===== src/rtl/core/lgs_pkg.sv =====
// ----------------------------------------------------------------------------
// lgs_pkg
// Shared widths, command codes and rule constants for the life grid step unit.
// ----------------------------------------------------------------------------
`default_nettype none

package lgs_pkg;

   // default grid size
   localparam int DEF_ROWS = 16;
   localparam int DEF_COLS = 16;

   // request field widths
   localparam int CMD_W = 2;
   localparam int ROW_W = 4;
   localparam int COL_W = 4;

   // width that holds any row or column index up to the largest grid (64)
   localparam int IDX_W = 7;

   // neighbor count width (0..8)
   localparam int NBR_W = 4;

   // command codes
   localparam logic [CMD_W-1:0] CMD_WRITE  = 2'd0;
   localparam logic [CMD_W-1:0] CMD_READ   = 2'd1;
   localparam logic [CMD_W-1:0] CMD_EVOLVE = 2'd2;

   // B3/S23 rule
   localparam logic [NBR_W-1:0] NBR_BIRTH   = 4'd3;
   localparam logic [NBR_W-1:0] NBR_SURVIVE = 4'd2;

endpackage

`default_nettype wire


===== src/rtl/core/lgs_ram.sv =====
// ----------------------------------------------------------------------------
// lgs_ram
// Generic single-write, single-read RAM with registered read data.
// ----------------------------------------------------------------------------
`default_nettype none

module lgs_ram #(
   parameter int WIDTH = 16,
   parameter int DEPTH = 16
) (
   input  wire logic                     clock,
   input  wire logic                     we,
   input  wire logic [$clog2(DEPTH)-1:0] waddr,
   input  wire logic [WIDTH-1:0]         wdata,
   input  wire logic [$clog2(DEPTH)-1:0] raddr,
   output logic      [WIDTH-1:0]         rdata
);

   logic [WIDTH-1:0] mem [DEPTH];
   logic [WIDTH-1:0] rdata_ff;

   always_ff @(posedge clock) begin
      if (we) begin
         mem[waddr] <= wdata;
      end
      rdata_ff <= mem[raddr];
   end

   assign rdata = rdata_ff;

endmodule

`default_nettype wire


===== src/rtl/core/lgs_row_unit.sv =====
// ----------------------------------------------------------------------------
// lgs_row_unit
// Next-generation row from three old rows; border columns keep their value.
// ----------------------------------------------------------------------------
`default_nettype none

module lgs_row_unit
   import lgs_pkg::*;
#(
   parameter int COLS = DEF_COLS
) (
   input  wire logic [COLS-1:0] above,
   input  wire logic [COLS-1:0] center,
   input  wire logic [COLS-1:0] below,
   output logic      [COLS-1:0] next_row
);

   // border columns pass through
   assign next_row[0]      = center[0];
   assign next_row[COLS-1] = center[COLS-1];

   for (genvar c = 1; c < COLS - 1; c++) begin : g_lane
      logic [NBR_W-1:0] nbr;

      assign nbr = NBR_W'(above[c-1]) + NBR_W'(above[c]) + NBR_W'(above[c+1])
                 + NBR_W'(center[c-1]) + NBR_W'(center[c+1])
                 + NBR_W'(below[c-1]) + NBR_W'(below[c]) + NBR_W'(below[c+1]);

      assign next_row[c] = (nbr == NBR_BIRTH) || (center[c] && (nbr == NBR_SURVIVE));
   end

endmodule

`default_nettype wire


===== src/rtl/core/life_grid_generation_step_unit.sv =====
// ----------------------------------------------------------------------------
// life_grid_generation_step_unit
// Cell grid with write, read and B3/S23 evolve commands over a row RAM.
// ----------------------------------------------------------------------------
//  channel | ports                                          | direction
//  --------+------------------------------------------------+----------
//  req     | req_valid/ready, command, row, col, cell_in    | in
//  rsp     | rsp_valid/ready, cell_value, command_done      | out
//
//  Write and read step through accept, one RAM row access (read-modify-write
//  for a write) and result load.
//  Evolve sweeps the grid: it reads one row per cycle through the
//  single RAM read port and writes one updated row per cycle behind it.
//  Reset clears per-row valid bits at once; no clearing pass is needed.
//  A waiting output result does not block the next request, only that request's result load.
// ----------------------------------------------------------------------------
`default_nettype none

module life_grid_generation_step_unit
   import lgs_pkg::*;
#(
   parameter int ROWS = DEF_ROWS,
   parameter int COLS = DEF_COLS
) (
   input  wire logic             clock,
   input  wire logic             reset,
   input  wire logic             req_valid,
   output logic                  req_ready,
   input  wire logic [CMD_W-1:0] req_command,
   input  wire logic [ROW_W-1:0] req_row,
   input  wire logic [COL_W-1:0] req_col,
   input  wire logic             req_cell_in,
   output logic                  rsp_valid,
   input  wire logic             rsp_ready,
   output logic                  rsp_cell_value,
   output logic [CMD_W-1:0]      rsp_command_done
);

   localparam int RowAw = $clog2(ROWS);
   localparam int ColAw = $clog2(COLS);
   localparam int CntW  = $clog2(ROWS + 1);

   typedef enum logic [3:0] {
      S_IDLE  = 4'b0001,
      S_CELL  = 4'b0010,
      S_SWEEP = 4'b0100,
      S_DONE  = 4'b1000
   } state_type;

   state_type        state_ff, state_in;
   logic [CMD_W-1:0] cmd_ff, cmd_in;
   logic [RowAw-1:0] row_addr_ff, row_addr_in;
   logic [ColAw-1:0] col_idx_ff, col_idx_in;
   logic             cell_in_ff, cell_in_in;
   logic             inside_ff, inside_in;
   logic             res_cell_ff, res_cell_in;
   logic [CntW-1:0]  cnt_ff, cnt_in;
   logic [COLS-1:0]  top_ff, top_in;
   logic [COLS-1:0]  mid_ff, mid_in;
   logic [ROWS-1:0]  row_valid_ff, row_valid_in;
   logic             rd_vld_ff, rd_vld_in;
   logic             rsp_valid_ff, rsp_valid_in;
   logic             rsp_cell_value_ff, rsp_cell_value_in;
   logic [CMD_W-1:0] rsp_command_done_ff, rsp_command_done_in;

   logic             accept;
   logic [IDX_W-1:0] req_row_ext;
   logic [IDX_W-1:0] req_col_ext;
   logic             req_inside;
   logic             ram_we;
   logic [RowAw-1:0] ram_waddr;
   logic [COLS-1:0]  ram_wdata;
   logic [RowAw-1:0] ram_raddr;
   logic [COLS-1:0]  ram_rdata;
   logic [COLS-1:0]  row_data;
   logic [COLS-1:0]  patched_row;
   logic [COLS-1:0]  evolved_row;
   logic [CntW-1:0]  sweep_waddr;
   logic             rsp_load;

   assign req_ready   = (state_ff == S_IDLE);
   assign accept      = req_valid && req_ready;
   assign req_row_ext = IDX_W'(req_row);
   assign req_col_ext = IDX_W'(req_col);
   assign req_inside  = (req_row_ext < IDX_W'(ROWS)) && (req_col_ext < IDX_W'(COLS));

   // rows never written read as dead
   assign row_data = rd_vld_ff ? ram_rdata : '0;

   always_comb begin
      patched_row              = row_data;
      patched_row[col_idx_ff]  = cell_in_ff;
   end

   // sweep writes the row one behind the one arriving from the RAM
   assign sweep_waddr = cnt_ff - CntW'(2);

   lgs_ram #(
      .WIDTH (COLS),
      .DEPTH (ROWS)
   ) u_grid_ram (
      .clock (clock),
      .we    (ram_we),
      .waddr (ram_waddr),
      .wdata (ram_wdata),
      .raddr (ram_raddr),
      .rdata (ram_rdata)
   );

   lgs_row_unit #(
      .COLS (COLS)
   ) u_row_unit (
      .above    (top_ff),
      .center   (mid_ff),
      .below    (row_data),
      .next_row (evolved_row)
   );

   always_comb begin
      state_in     = state_ff;
      cmd_in       = cmd_ff;
      row_addr_in  = row_addr_ff;
      col_idx_in   = col_idx_ff;
      cell_in_in   = cell_in_ff;
      inside_in    = inside_ff;
      res_cell_in  = res_cell_ff;
      cnt_in       = cnt_ff;
      top_in       = top_ff;
      mid_in       = mid_ff;
      ram_we       = 1'b0;
      ram_waddr    = row_addr_ff;
      ram_wdata    = patched_row;
      ram_raddr    = '0;
      rsp_load     = 1'b0;

      unique case (state_ff)
         S_IDLE: begin
            if (req_inside) begin
               ram_raddr = req_row_ext[RowAw-1:0];
            end
            if (accept) begin
               cmd_in      = req_command;
               row_addr_in = req_row_ext[RowAw-1:0];
               col_idx_in  = req_col_ext[ColAw-1:0];
               cell_in_in  = req_cell_in;
               inside_in   = req_inside;
               res_cell_in = 1'b0;
               cnt_in      = '0;
               unique case (req_command)
                  CMD_WRITE, CMD_READ: state_in = S_CELL;
                  CMD_EVOLVE:          state_in = S_SWEEP;
                  default:             state_in = S_DONE;
               endcase
            end
         end
         S_CELL: begin
            ram_raddr = row_addr_ff;
            if (cmd_ff == CMD_READ) begin
               res_cell_in = inside_ff && row_data[col_idx_ff];
            end else begin
               ram_we = inside_ff;
            end
            state_in = S_DONE;
         end
         S_SWEEP: begin
            if (cnt_ff < CntW'(ROWS)) begin
               ram_raddr = cnt_ff[RowAw-1:0];
            end
            cnt_in = cnt_ff + CntW'(1);
            // shift the row window once read data arrives
            if (cnt_ff != '0) begin
               top_in = top_ff;
               top_in = mid_ff;
               mid_in = row_data;
            end
            // window full from the third arriving row on
            if (cnt_ff >= CntW'(3)) begin
               ram_we    = 1'b1;
               ram_waddr = sweep_waddr[RowAw-1:0];
               ram_wdata = evolved_row;
            end
            if (cnt_ff == CntW'(ROWS)) begin
               state_in = S_DONE;
            end
         end
         S_DONE: begin
            if (!rsp_valid_ff || rsp_ready) begin
               rsp_load = 1'b1;
               state_in = S_IDLE;
            end
         end
         default: begin
            state_in = S_IDLE;
         end
      endcase
   end

   always_comb begin
      row_valid_in = row_valid_ff;
      if (ram_we) begin
         row_valid_in[ram_waddr] = 1'b1;
      end
   end

   assign rd_vld_in = row_valid_ff[ram_raddr];

   always_comb begin
      rsp_cell_value_in   = rsp_cell_value_ff;
      rsp_command_done_in = rsp_command_done_ff;
      if (rsp_load) begin
         rsp_valid_in        = 1'b1;
         rsp_cell_value_in   = res_cell_ff;
         rsp_command_done_in = cmd_ff;
      end else if (rsp_ready) begin
         rsp_valid_in = 1'b0;
      end else begin
         rsp_valid_in = rsp_valid_ff;
      end
   end

   always_ff @(posedge clock) begin
      if (reset) begin
         state_ff     <= S_IDLE;
         row_valid_ff <= '0;
         rd_vld_ff    <= 1'b0;
         rsp_valid_ff <= 1'b0;
      end else begin
         state_ff     <= state_in;
         row_valid_ff <= row_valid_in;
         rd_vld_ff    <= rd_vld_in;
         rsp_valid_ff <= rsp_valid_in;
      end
   end

   always_ff @(posedge clock) begin
      cmd_ff              <= cmd_in;
      row_addr_ff         <= row_addr_in;
      col_idx_ff          <= col_idx_in;
      cell_in_ff          <= cell_in_in;
      inside_ff           <= inside_in;
      res_cell_ff         <= res_cell_in;
      cnt_ff              <= cnt_in;
      top_ff              <= top_in;
      mid_ff              <= mid_in;
      rsp_cell_value_ff   <= rsp_cell_value_in;
      rsp_command_done_ff <= rsp_command_done_in;
   end

   assign rsp_valid        = rsp_valid_ff;
   assign rsp_cell_value   = rsp_cell_value_ff;
   assign rsp_command_done = rsp_command_done_ff;

`ifndef SYNTHESIS
   a_we_states: assert property (@(posedge clock) disable iff (reset)
      ram_we |-> (state_ff == S_CELL || state_ff == S_SWEEP))
      else $error("grid write outside cell or sweep state");

   a_sweep_interior: assert property (@(posedge clock) disable iff (reset)
      (ram_we && state_ff == S_SWEEP) |->
         (ram_waddr != '0 && ram_waddr != RowAw'(ROWS - 1)))
      else $error("evolve wrote a border row");

   a_sweep_no_collide: assert property (@(posedge clock) disable iff (reset)
      (ram_we && state_ff == S_SWEEP) |-> (ram_waddr != ram_raddr))
      else $error("sweep read and write hit the same row");

   a_rsp_from_done: assert property (@(posedge clock) disable iff (reset)
      $rose(rsp_valid_ff) |-> $past(state_ff) == S_DONE)
      else $error("result raised outside done state");

   a_reset_clears: assert property (@(posedge clock)
      $past(reset) |-> (row_valid_ff == '0 && !rsp_valid_ff))
      else $error("grid not cleared by reset");
`endif

endmodule

`default_nettype wire


===== config.mk =====
export PLATFORM = sky130hd
export DESIGN_NAME = life_grid_generation_step_unit
export DESIGN_NICKNAME = d
export VERILOG_FILES = /design/src/rtl/core/lgs_pkg.sv /design/src/rtl/core/lgs_ram.sv /design/src/rtl/core/lgs_row_unit.sv /design/src/rtl/core/life_grid_generation_step_unit.sv
export SDC_FILE = /design/constraint.sdc
export NUM_CORES = 1
export LEC_CHECK = 0
export ABC_CLOCK_PERIOD_IN_PS = 4760
export BUFFER_PORTS_ARGS = -buffer_cell sky130_fd_sc_hd__clkbuf_2
export CAP_MARGIN = 20
export CORE_UTILIZATION = 50
export DETAILED_ROUTE_END_ITERATION = 6
export PLACE_DENSITY = 0.66
export SYNTH_ARGS = -nofsm -noshare
export SYNTH_HDL_FRONTEND = slang
export SYNTH_SLANG_ARGS = --single-unit

===== constraint.sdc =====
create_clock -name clock -period 4.76 [get_ports clock]
set_input_delay 0.238 -clock clock [delete_from_list [all_inputs] [get_ports clock]]
set_output_delay 0.238 -clock clock [all_outputs]
set_load 0.005 [all_outputs]

# Yosys cells after proc, flatten, opt, wreduce, memory -nomap -nowiden
# Memory sizes are Yosys's and may differ from the RTL's. A register that Yosys moved wholly into a read port is not among the register bits.
# Index checks and enable logic that the tools add are counted.
totals:
  regBits: 75
  ram_bits: 256
  inputBits: 15
  out_inout_bits: 5
  wordCells: 248
  n_memories: 1
memory_table:
  columns: ["name", "depth", "width", "rd", "rd_clocked_by_memory_dff", "wr", "line_no", "rtl"]
  rows:
  - ["u_grid_ram.mem", 16, 16, 1, 1, 1, "lgs_ram.sv:19", "logic [WIDTH-1:0] mem [DEPTH];"]
op_classes:
  add_sub_neg: 100
  order_cmp: 9
  eq_ne: 40
  muxes: 36
  n_bitwise: 1
  reduce_logical: 46
ops:
  columns: ["operator", "count"]
  rows:
  - ["$add 4x1->4", 84]
  - ["$eq 4x2->1 const B", 29]
  - ["$mux 16", 3]
  - ["$add 1x1->2", 14]
  - ["$mux 4", 7]
  - ["$lt 4x5->1 const B", 5]
  - ["$logic_and 1x1->1", 19]
  - ["$bwmux 16", 1]
  - ["$or 16x16->16", 1]
  - ["$pmux 4 s4", 1]
  - ["$logic_or 1x1->1", 15]
  - ["$mux 1", 14]
  - ["$pmux 4 s3", 1]
  - ["$pmux 5 s2", 1]
  - ["$bmux 1 s4", 2]
  - ["$demux 1 s4", 2]
  - ["$ge 4x1->1 const B", 2]
  - ["$pmux 4 s2", 1]
  - ["$ne 2x2->1 const B", 3]
  - ["$reduce_and 2->1", 3]
  - ["$reduce_and 3->1", 2]
  - ["$reduce_bool 2->1", 3]
  - ["$add 5x1->5 const B", 1]
  - ["$eq 5x5->1 const B", 1]
  - ["other kinds (15)", 17]

# Logic depth before layout (Yosys ltp)
# Gate-level depths: netlist of the first run.
logic_depth:
  word_depth: 12
  depth_mapped: 13

# Cells and area by module
# A second synthesis of the first run with hierarchy kept.
hier_totals:
  hier_cells: 1053
  area_unflattened_um2: 16194.3
modules_own_cells:
  columns: ["mod", "instances", "cells_per_inst", "area_per_inst_um2", "seq_area_each_um2"]
  rows:
  - ["lgs_ram", 1, 432, 10042.1, 8007.7]
  - ["life_grid_generation_step_unit", 1, 355, 3754.9, 2001.9]
  - ["lgs_row_unit", 1, 266, 2397.3, 0.0]

# Worst setup path after synthesis of the first run
# Ideal clock, no wire load.
synth_path:
  kind: "register to register"
  startpoint: "reg top_ff[2]"
  endpoint: "mem u_grid_ram.mem[0][3], data pin"
  arrival_time_ns: 3.375
  required_time_ns: 4.414
  path_slack_ns: 1.039
  stages_incl_launch_ff: 10
  period_less_slack_ns: 3.721
  path_cell_list: "edfxtp_1 -> ha_1 -> inv_1 -> fa_1 -> fa_1 -> inv_1 -> fa_1 -> inv_1 -> fa_1 -> o32ai_1"
synth_via:
  elab_chain_cells: 12
  word_cells_on_any_way: 13
  classes_between: "7 x add/sub; 2 x eq/ne; 2 x mux; 2 x reduce/logical"
synth_lines:
  columns: ["item", "line_no", "rtl"]
  rows:
  - ["start: declaration", "life_grid_generation_step_unit.sv:58", "logic [COLS-1:0] top_ff, top_in;"]
  - ["start signal: assignment", "life_grid_generation_step_unit.sv:243", "top_ff <= top_in;"]
  - ["$add 1x1->2 *", "lgs_row_unit.sv:25", "assign nbr = NBR_W'(above[c-1]) + NBR_W'(above[c]) + NBR_W'(above[c+1])"]
  - ["$add 4x1->4 *", "lgs_row_unit.sv:25", null]
  - ["$add 4x1->4 * (2 in a row)", "lgs_row_unit.sv:26", "+ NBR_W'(center[c-1]) + NBR_W'(center[c+1])"]
  - ["$add 4x1->4 * (3 in a row)", "lgs_row_unit.sv:27", "+ NBR_W'(below[c-1]) + NBR_W'(below[c]) + NBR_W'(below[c+1]);"]
  - ["$eq 4x2->1", "lgs_row_unit.sv:29", "assign next_row[c] = (nbr == NBR_BIRTH) || (center[c] && (nbr == NBR_SURVIVE));"]
  - ["$logic_and 1x1->1", "lgs_row_unit.sv:29", null]
  - ["$logic_or 1x1->1 *", "lgs_row_unit.sv:29", null]
  - ["$mux 16 *", "life_grid_generation_step_unit.sv:177", "if (cnt_ff >= CntW'(3)) begin"]
  - ["$mux 16 *", "life_grid_generation_step_unit.sv:136", "unique case (state_ff)"]
  - ["named net ram_wdata[3]", "life_grid_generation_step_unit.sv:72", "logic [COLS-1:0] ram_wdata;"]
  - ["end: declaration", "lgs_ram.sv:19", null]
# Mark *: on every way through the listed nets, which the timed path passes. The rest lies on a longest branch.

# Worst setup path after layout of the first run
layout_path:
  startpoint: "reg top_ff[11]"
  endpoint: "mem u_grid_ram.mem[0][12], data pin"
# The elaborated chain is that of the path after synthesis.

==> results of run 1 <==
[flip-flops by register name, summed over array words and instances (netlist names)]
| signal | flops |
|---|---|
| state_ff | 4 |
| u_grid_ram.rdata | 16 |
| row_addr_ff | 4 |
| rsp_valid | 1 |
| u_grid_ram.mem | 256 |
| mid_ff | 16 |
| res_cell_ff | 1 |
| top_ff | 16 |
| col_idx_ff | 4 |
| rsp_command_done | 2 |
| row_valid_ff | 16 |
| cmd_ff | 2 |
| rsp_cell_value | 1 |
| cnt_ff | 5 |
| rd_vld_ff | 1 |
| cell_in_ff | 1 |
[per-layer routing]
layer  global-route usage, %  vias up
met5                       0        -
met4                    8.82        0
met3                    2.88       74
met2                    39.5      370
met1                    33.0     5618
li1                        -     5151
[worst min-delay path, cell delays in order]
cell,delay [ns]
clkbuf_2,0.09
nor2b_1,0.05
nor2_1,0.07
o21ai_0,0.08
[logic make-up (layout without fill, tap and decap cells)]
family / Yosys count / in the layout / share of synthesized area [%]
flops: 346 / 346 / 59.1
buf+inv: 226 / 292 / 5.14
mux: 17 / 17 / 1.32
xor+xnor: 4 / 4 / 0.207
compound gates: 369 / 369 / 16.2
simple gates: 299 / 299 / 7.94
other cells: 0 / 1 / 0
fa+ha+maj: 103 / 103 / 10.1
[final cells by class]
| type | instances | area [µm²] |
|---|---|---|
| clock inverter | 16 | 125 |
| inverter | 140 | 526 |
| timing repair buffer | 83 | 628 |
| tap | 448 | 561 |
| multi-input combinational | 792 | 6200 |
| sequential | 346 | 10000 |
| fill | 2681 | 14300 |
| antenna | 1 | 2.50 |
| clock buffer | 53 | 1070 |
[placed cells by master (no fill, tap or decap), types with 6 or more instances in the layout]
| cell type | count |
|---|---|
| clkbuf_16 | 40 |
| clkbuf_1 | 11 |
| ha_1 | 47 |
| a22o_1 | 49 |
| nor2_1 | 87 |
| o21ai_0 | 68 |
| a311oi_1 | 32 |
| nand2_1 | 138 |
| nand3_1 | 12 |
| a32o_1 | 32 |
| dlygate4sd3_1 | 13 |
| inv_1 | 140 |
| nor2b_1 | 14 |
| nor3_1 | 8 |
| a21oi_1 | 72 |
| a32oi_1 | 33 |
| edfxtp_1 | 308 |
| o32ai_2 | 9 |
| dfxtp_1 | 38 |
| clkbuf_2 | 19 |
| mux2i_1 | 11 |
| clkinv_1 | 6 |
| buf_4 | 50 |
| fa_1 | 56 |
| a221oi_2 | 16 |
| o21ai_1 | 20 |
[how the worst max path moves through the flow]
stage                           from                     end  slack [ns]
final                     top_ff[11]   u_grid_ram.mem[0][12]        0.62
after global routing      top_ff[12]   u_grid_ram.mem[0][12]        0.41
after CTS                 top_ff[11]  u_grid_ram.mem[12][12]        0.63
after detailed placement  top_ff[12]  u_grid_ram.mem[14][12]        0.66
after global placement    top_ff[12]  u_grid_ram.mem[14][12]        0.70
after floorplan            top_ff[2]    u_grid_ram.mem[0][3]        1.04
[metrics by stage]
stage / hold slack, ns / cells / worst slack [ns] / area [µm²]
2_1_floorplan: 0.317 / 1364 / 1.04 / 16900
3_3_place_gp: 0.411 / 1795 / 0.704 / 17800
4_1_cts: 0.0210 / 1878 / 0.630 / 19100
5_1_grt: 0.0810 / 1878 / 0.412 / 19100
3_5_place_dp: 0.417 / 1796 / 0.657 / 17800
6_report: 0.0402 / 1879 / 0.622 / 19100
[repair_timing]
| item | CTS | global route |
|---|---|---|
| hold endpoints to repair | 13 | 0 |
| hold buffers | 13 | 0 |
| buffers inserted | 0 | 0 |
[power by group through the flow]
stage / logic [mW] / registers [mW] / clock network, mW
3_5_place_dp: 1.33 / 3.61 / 0
2_1_floorplan: 0.929 / 3.56 / 0
4_1_cts: 1.35 / 3.54 / 2.87
6_report: 1.35 / 3.54 / 2.83
5_1_grt: 1.49 / 3.55 / 2.99
3_3_place_gp: 1.29 / 3.61 / 0
==> flow_summary.json, run 1 <==
{
  "r2r-end": "u_grid_ram.mem[0][12]",
  "max_stage_delay_ns": 0.55,
  "slew_headroom_pct": 30.6,
  "cp_num_buf_inv": 3,
  "via_count": 11200,
  "cts.path.max_buffers": 3,
  "fin_crit_sh_pct": 86.9,
  "synth_top_area_share_pct": 54.6,
  "via_per_inst": 5.97,
  "path_cells": "ha_1 -> inv_1 -> fa_1 -> fa_1 -> inv_1 -> fa_1 -> inv_1 -> fa_1 -> a2111oi_0 -> a21oi_1 -> or4_1 -> o21ai_1",
  "grt_max_degree": 69,
  "leakage_nw": 7.07,
  "startpoint_type": "flip-flop",
  "wl_per_cell_um": 21.5,
  "yosysWarnings": 0,
  "crit_cells": 12,
  "yosys-top-cells-count": "edfxtp_1 (308), inv_1 (140), nand2_1 (138)",
  "drtIter0Drc": 1035,
  "p_clk_share_pct": 36.6,
  "finalPower_mw": 7.73,
  "fp.dieArea_mm2": 0.0346,
  "yosysSeqAreaShare_pct": 59.1,
  "hp-class": "in2reg",
  "dieHeight_um": 186,
  "nNetsFinal": 1519,
  "hp-start": "req_valid",
  "die_w_um": 186,
  "cts.clk_slew.worst_paths_ns": 0.06,
  "start_util_pct": 50.6,
  "power.switching_mw": 2.12,
  "max_freq_mhz": 242,
  "io_buffers": 19,
  "syn_nets": 1482,
  "synthArstFlopShare_pct": 0,
  "drtPass1Iterations": 5,
  "cts_resized": 0,
  "synth_cell_types": 59,
  "syn_inst": 1364,
  "grt_util_all_layers_pct": 24.1,
  "drt_wl_total_mm": 40.4,
  "reg2reg_from": "top_ff[11]",
  "maxSlewViolCount": 0,
  "ant_nets": 0,
  "cp-end-kind": "flip-flop",
  "cts_inserted_buffers": 38,
  "avgSynthCellArea_um2": 12.4,
  "holdPathStages": 4,
  "cp_common_cell": "fa_1",
  "grt-ovfl-total": 0,
  "min_to": "state_ff[0]",
  "crit_family": "adder cells",
  "finalCriticalPeriod_ns": 4.14,
  "ios": 20,
  "drive_gt1_share_pct": 12.0,
  "max_cap_viol_count": 0,
  "ctsHtreeMaxLevel": 2,
  "cpMaxStageDelayCell": "o21ai_1",
  "hold_viol": 0,
  "gp_congestion": 0.852,
  "fin_util_pct": 57.2,
  "ys_ff_latch": 346,
  "worst_pin_slew_ns": 1.04,
  "cp_data_required_time_ns": 4.94,
  "top_layer": "met4",
  "synth_top_area_cell": "edfxtp_1",
  "synth-edff-count": 308,
  "grt_pass1_wl_mm": 62.7,
  "drcViolationCount": 0,
  "power_frac_seq_pct": 45.9,
  "core-area_mm2": 0.0334,
  "synth_area_mm2": 0.0169,
  "outcome": "finished, final reports clean",
  "cellPowerDensity_mw_per_mm2": 404,
  "grt_pass1_vias": 11200,
  "ys_top_cells_by_area": "edfxtp_1 (55%), fa_1 (6.6%), dfxtp_1 (4.5%)",
  "met3_length_mm": 2.43,
  "arrival_ns": 4.31,
  "clk_latency_ns": 0.54,
  "final-setup-viol-count": 0,
  "reg2regPathDepth": 12,
  "clock-sinks": 346,
  "syn_to_final_growth_pct": 12.9,
  "yosysMostFrequentCell": "edfxtp_1",
  "clock_skew_ns": 0.0286,
  "antenna_found_initial": 0,
  "hpwl_mm": 25.8,
  "critPathKind": "reg2reg",
  "rsz0062_at_grt": "no",
  "power_frac_comb_pct": 17.5,
  "wl_met2_mm": 19.4,
  "cts_root_buf": "clkbuf_16",
  "rrSetupSlack_ns": 0.62,
  "cts_tree": "yes",
  "internal_power_mw": 5.61,
  "setup_tns_ns": 0,
  "crit_fanout": 16,
  "wl_met1_mm": 17.3,
  "row_count": 67,
  "ir_worst_vdd_mv": 0.310,
  "p_sw_share_pct": 27.4,
  "synth-main-ff-cell": "edfxtp_1"
}
No activity file was read; power rests on OpenSTA's default activity.
==> inputs of run 2 (changes only) <==
- CORE_MARGIN: default -> 5
- CORE_UTILIZATION: 50 -> 40
- PLACE_DENSITY: 0.66 -> default
==> run 2 against run 1 <==
- clock skew decreased by 0.011 ns
- largest cell class unchanged
- flip-flop and latch count unchanged
- highest routed layer unchanged
- critical path depth unchanged
- die area increased by 35%
==> flow_summary.json, run 2 (synthesized netlist as in run 1, its figures left out) <==
{
  "hp-class": "in2reg",
  "clock-sinks": 346,
  "via_per_inst": 5.60,
  "clock_skew_ns": 0.0176,
  "core-area_mm2": 0.0419,
  "critPathKind": "reg2reg",
  "grt_pass1_vias": 11100,
  "outcome": "finished, final reports clean",
  "rsz0062_at_grt": "no",
  "holdWs_ns": 0.0144,
  "finalCriticalPeriod_ns": 4.13,
  "nNetsFinal": 1517,
  "grt-ovfl-total": 0,
  "startpoint_type": "flip-flop",
  "register_area_mm2": 0.0100,
  "start_util_pct": 40.4,
  "cellPowerDensity_mw_per_mm2": 400,
  "cp-end-kind": "flip-flop",
  "top_register": "u_grid_ram.mem",
  "antenna_found_initial": 1,
  "drt_wl_total_mm": 40.8,
  "mostFrequentLayoutCells": "edfxtp_1 (308), inv_1 (140), nand2_1 (138)",
  "clk_latency_ns": 0.54,
  "hpwl_mm": 25.9,
  "ios": 20,
  "drcViolationCount": 0,
  "cts_root_buf": "clkbuf_16",
  "maxSlewViolCount": 0,
  "post-place-ws_ns": 0.670,
  "drtPass1Iterations": 5,
  "ctsHtreeMaxLevel": 2,
  "setup_slack_ns": 0.626,
  "arrival_ns": 4.31,
  "ir_worst_vdd_mv": 0.440,
  "cts.clk_slew.worst_paths_ns": 0.07,
  "cts_setup_buffers": 0,
  "worst_pin_slew_ns": 1.08,
  "io_buffers": 19,
  "cts_tree": "yes",
  "grt_pass1_wl_mm": 64.3,
  "die_w_um": 216,
  "via_count": 11000,
  "antenna_cells": 0,
  "setup_tns_ns": 0,
  "gp_congestion": 0.824,
  "wl_per_cell_um": 20.7,
  "leakage_nw": 7.07,
  "drive_gt1_share_pct": 12.3,
  "max_freq_mhz": 242,
  "dieHeight_um": 216,
  "slew_headroom_pct": 27.5,
  "grt_util_all_layers_pct": 17.3,
  "ant_nets": 0,
  "final-setup-viol-count": 0,
  "fillCellCount": 3735,
  "fp.dieArea_mm2": 0.0465,
  "largest_reg_flops": 256,
  "fin_crit_sh_pct": 86.9,
  "row_count": 75,
  "hold_viol": 0,
  "cp_data_required_time_ns": 4.94,
  "cts.path.max_buffers": 3,
  "cts_resized": 0,
  "crit_fanout": 16,
  "cts_inserted_buffers": 38,
  "drtIter0Drc": 911,
  "grt_max_degree": 69,
  "syn_to_final_growth_pct": 13.6,
  "layout_commonest_cell": "edfxtp_1",
  "max_cap_viol_count": 0,
  "multiInputGateArea_mm2": 0.00620
}
==> run 2: changes by cell type in the layout (fill, tap and decap cells not counted), moves of 2 or more <==
cell / before / now
clkinv_8: 0 / 2
inv_6: 2 / 0
clkinv_2: 4 / 6
clkbuf_8: 2 / 4
clkbuf_1: 11 / 9
dlygate4sd3_1: 13 / 11
clkbuf_16: 40 / 38
==> run 2: power breakdown <==
part | switching [mW] | leakage (nW) | internal [mW]
Clock | 1.18 | 0.584 | 1.61
Sequential | 0.0849 | 3.16 | 3.47
Combinational | 0.842 | 3.32 | 0.499
Total | 2.11 | 7.07 | 5.58
==> run 2: worst paths after layout <==
kind | start | to | slack, ns | depth (start not counted)
setup / recovery | top_ff[13] | u_grid_ram.mem[4][13] | 0.63 | 12
hold / removal | rsp_ready | rsp_valid | 0.01 | 3
setup reg to reg | top_ff[13] | u_grid_ram.mem[4][13] | 0.63 | 12
hold reg to reg | res_cell_ff | rsp_cell_value | 0.44 | 0
==> run 2: critical path, cell delays in order (launching register included) <==
cell	delay, ns
edfxtp_1	0.43
ha_1	0.30
inv_1	0.04
fa_1	0.50
fa_1	0.41
inv_1	0.08
fa_1	0.18
inv_1	0.05
fa_1	0.37
a2111oi_0	0.35
a21oi_1	0.09
or4_1	0.41
o21ai_1	0.58
==> run 2: metrics by stage <==
stage / util (%) / total power [mW] / cells / area, µm²
after global routing: 45.8 / 8.06 / 1967 / 19200
after detailed placement: 42.7 / 4.96 / 1886 / 17900
after CTS: 45.8 / 7.74 / 1966 / 19200
after floorplan: - / 4.49 / 1364 / 16900
after global placement: 42.6 / 4.92 / 1885 / 17900
final: 45.8 / 7.69 / 1967 / 19200
==> run 2: final cells by class <==
| cell class | instances | area share [%] |
|---|---|---|
| sequential | 346 | 52.0 |
| timing repair buffer | 81 | 3.23 |
| tap | 539 | 3.51 |
| clock inverter | 18 | 0.839 |
| inverter | 140 | 2.73 |
| multi-input combinational | 792 | 32.2 |
| clock buffer | 51 | 5.41 |
==> run 2: repair_timing <==
| item | CTS | global route |
|---|---|---|
| hold buffers | 11 | 0 |
| endpoints found under the hold margin | 12 | 0 |
| setup endpoints to repair | 0 | 0 |
==> run 2: layer usage <==
layer | up-vias | global-route usage, % | share of wire [%]
li1 | 5141 | - | -
met1 | 5565 | 24.8 | 46
met2 | 263 | 28.7 | 48
met3 | 41 | 2.21 | 4.6
met4 | 0 | 3.48 | 1.3
met5 | - | 0 | 0
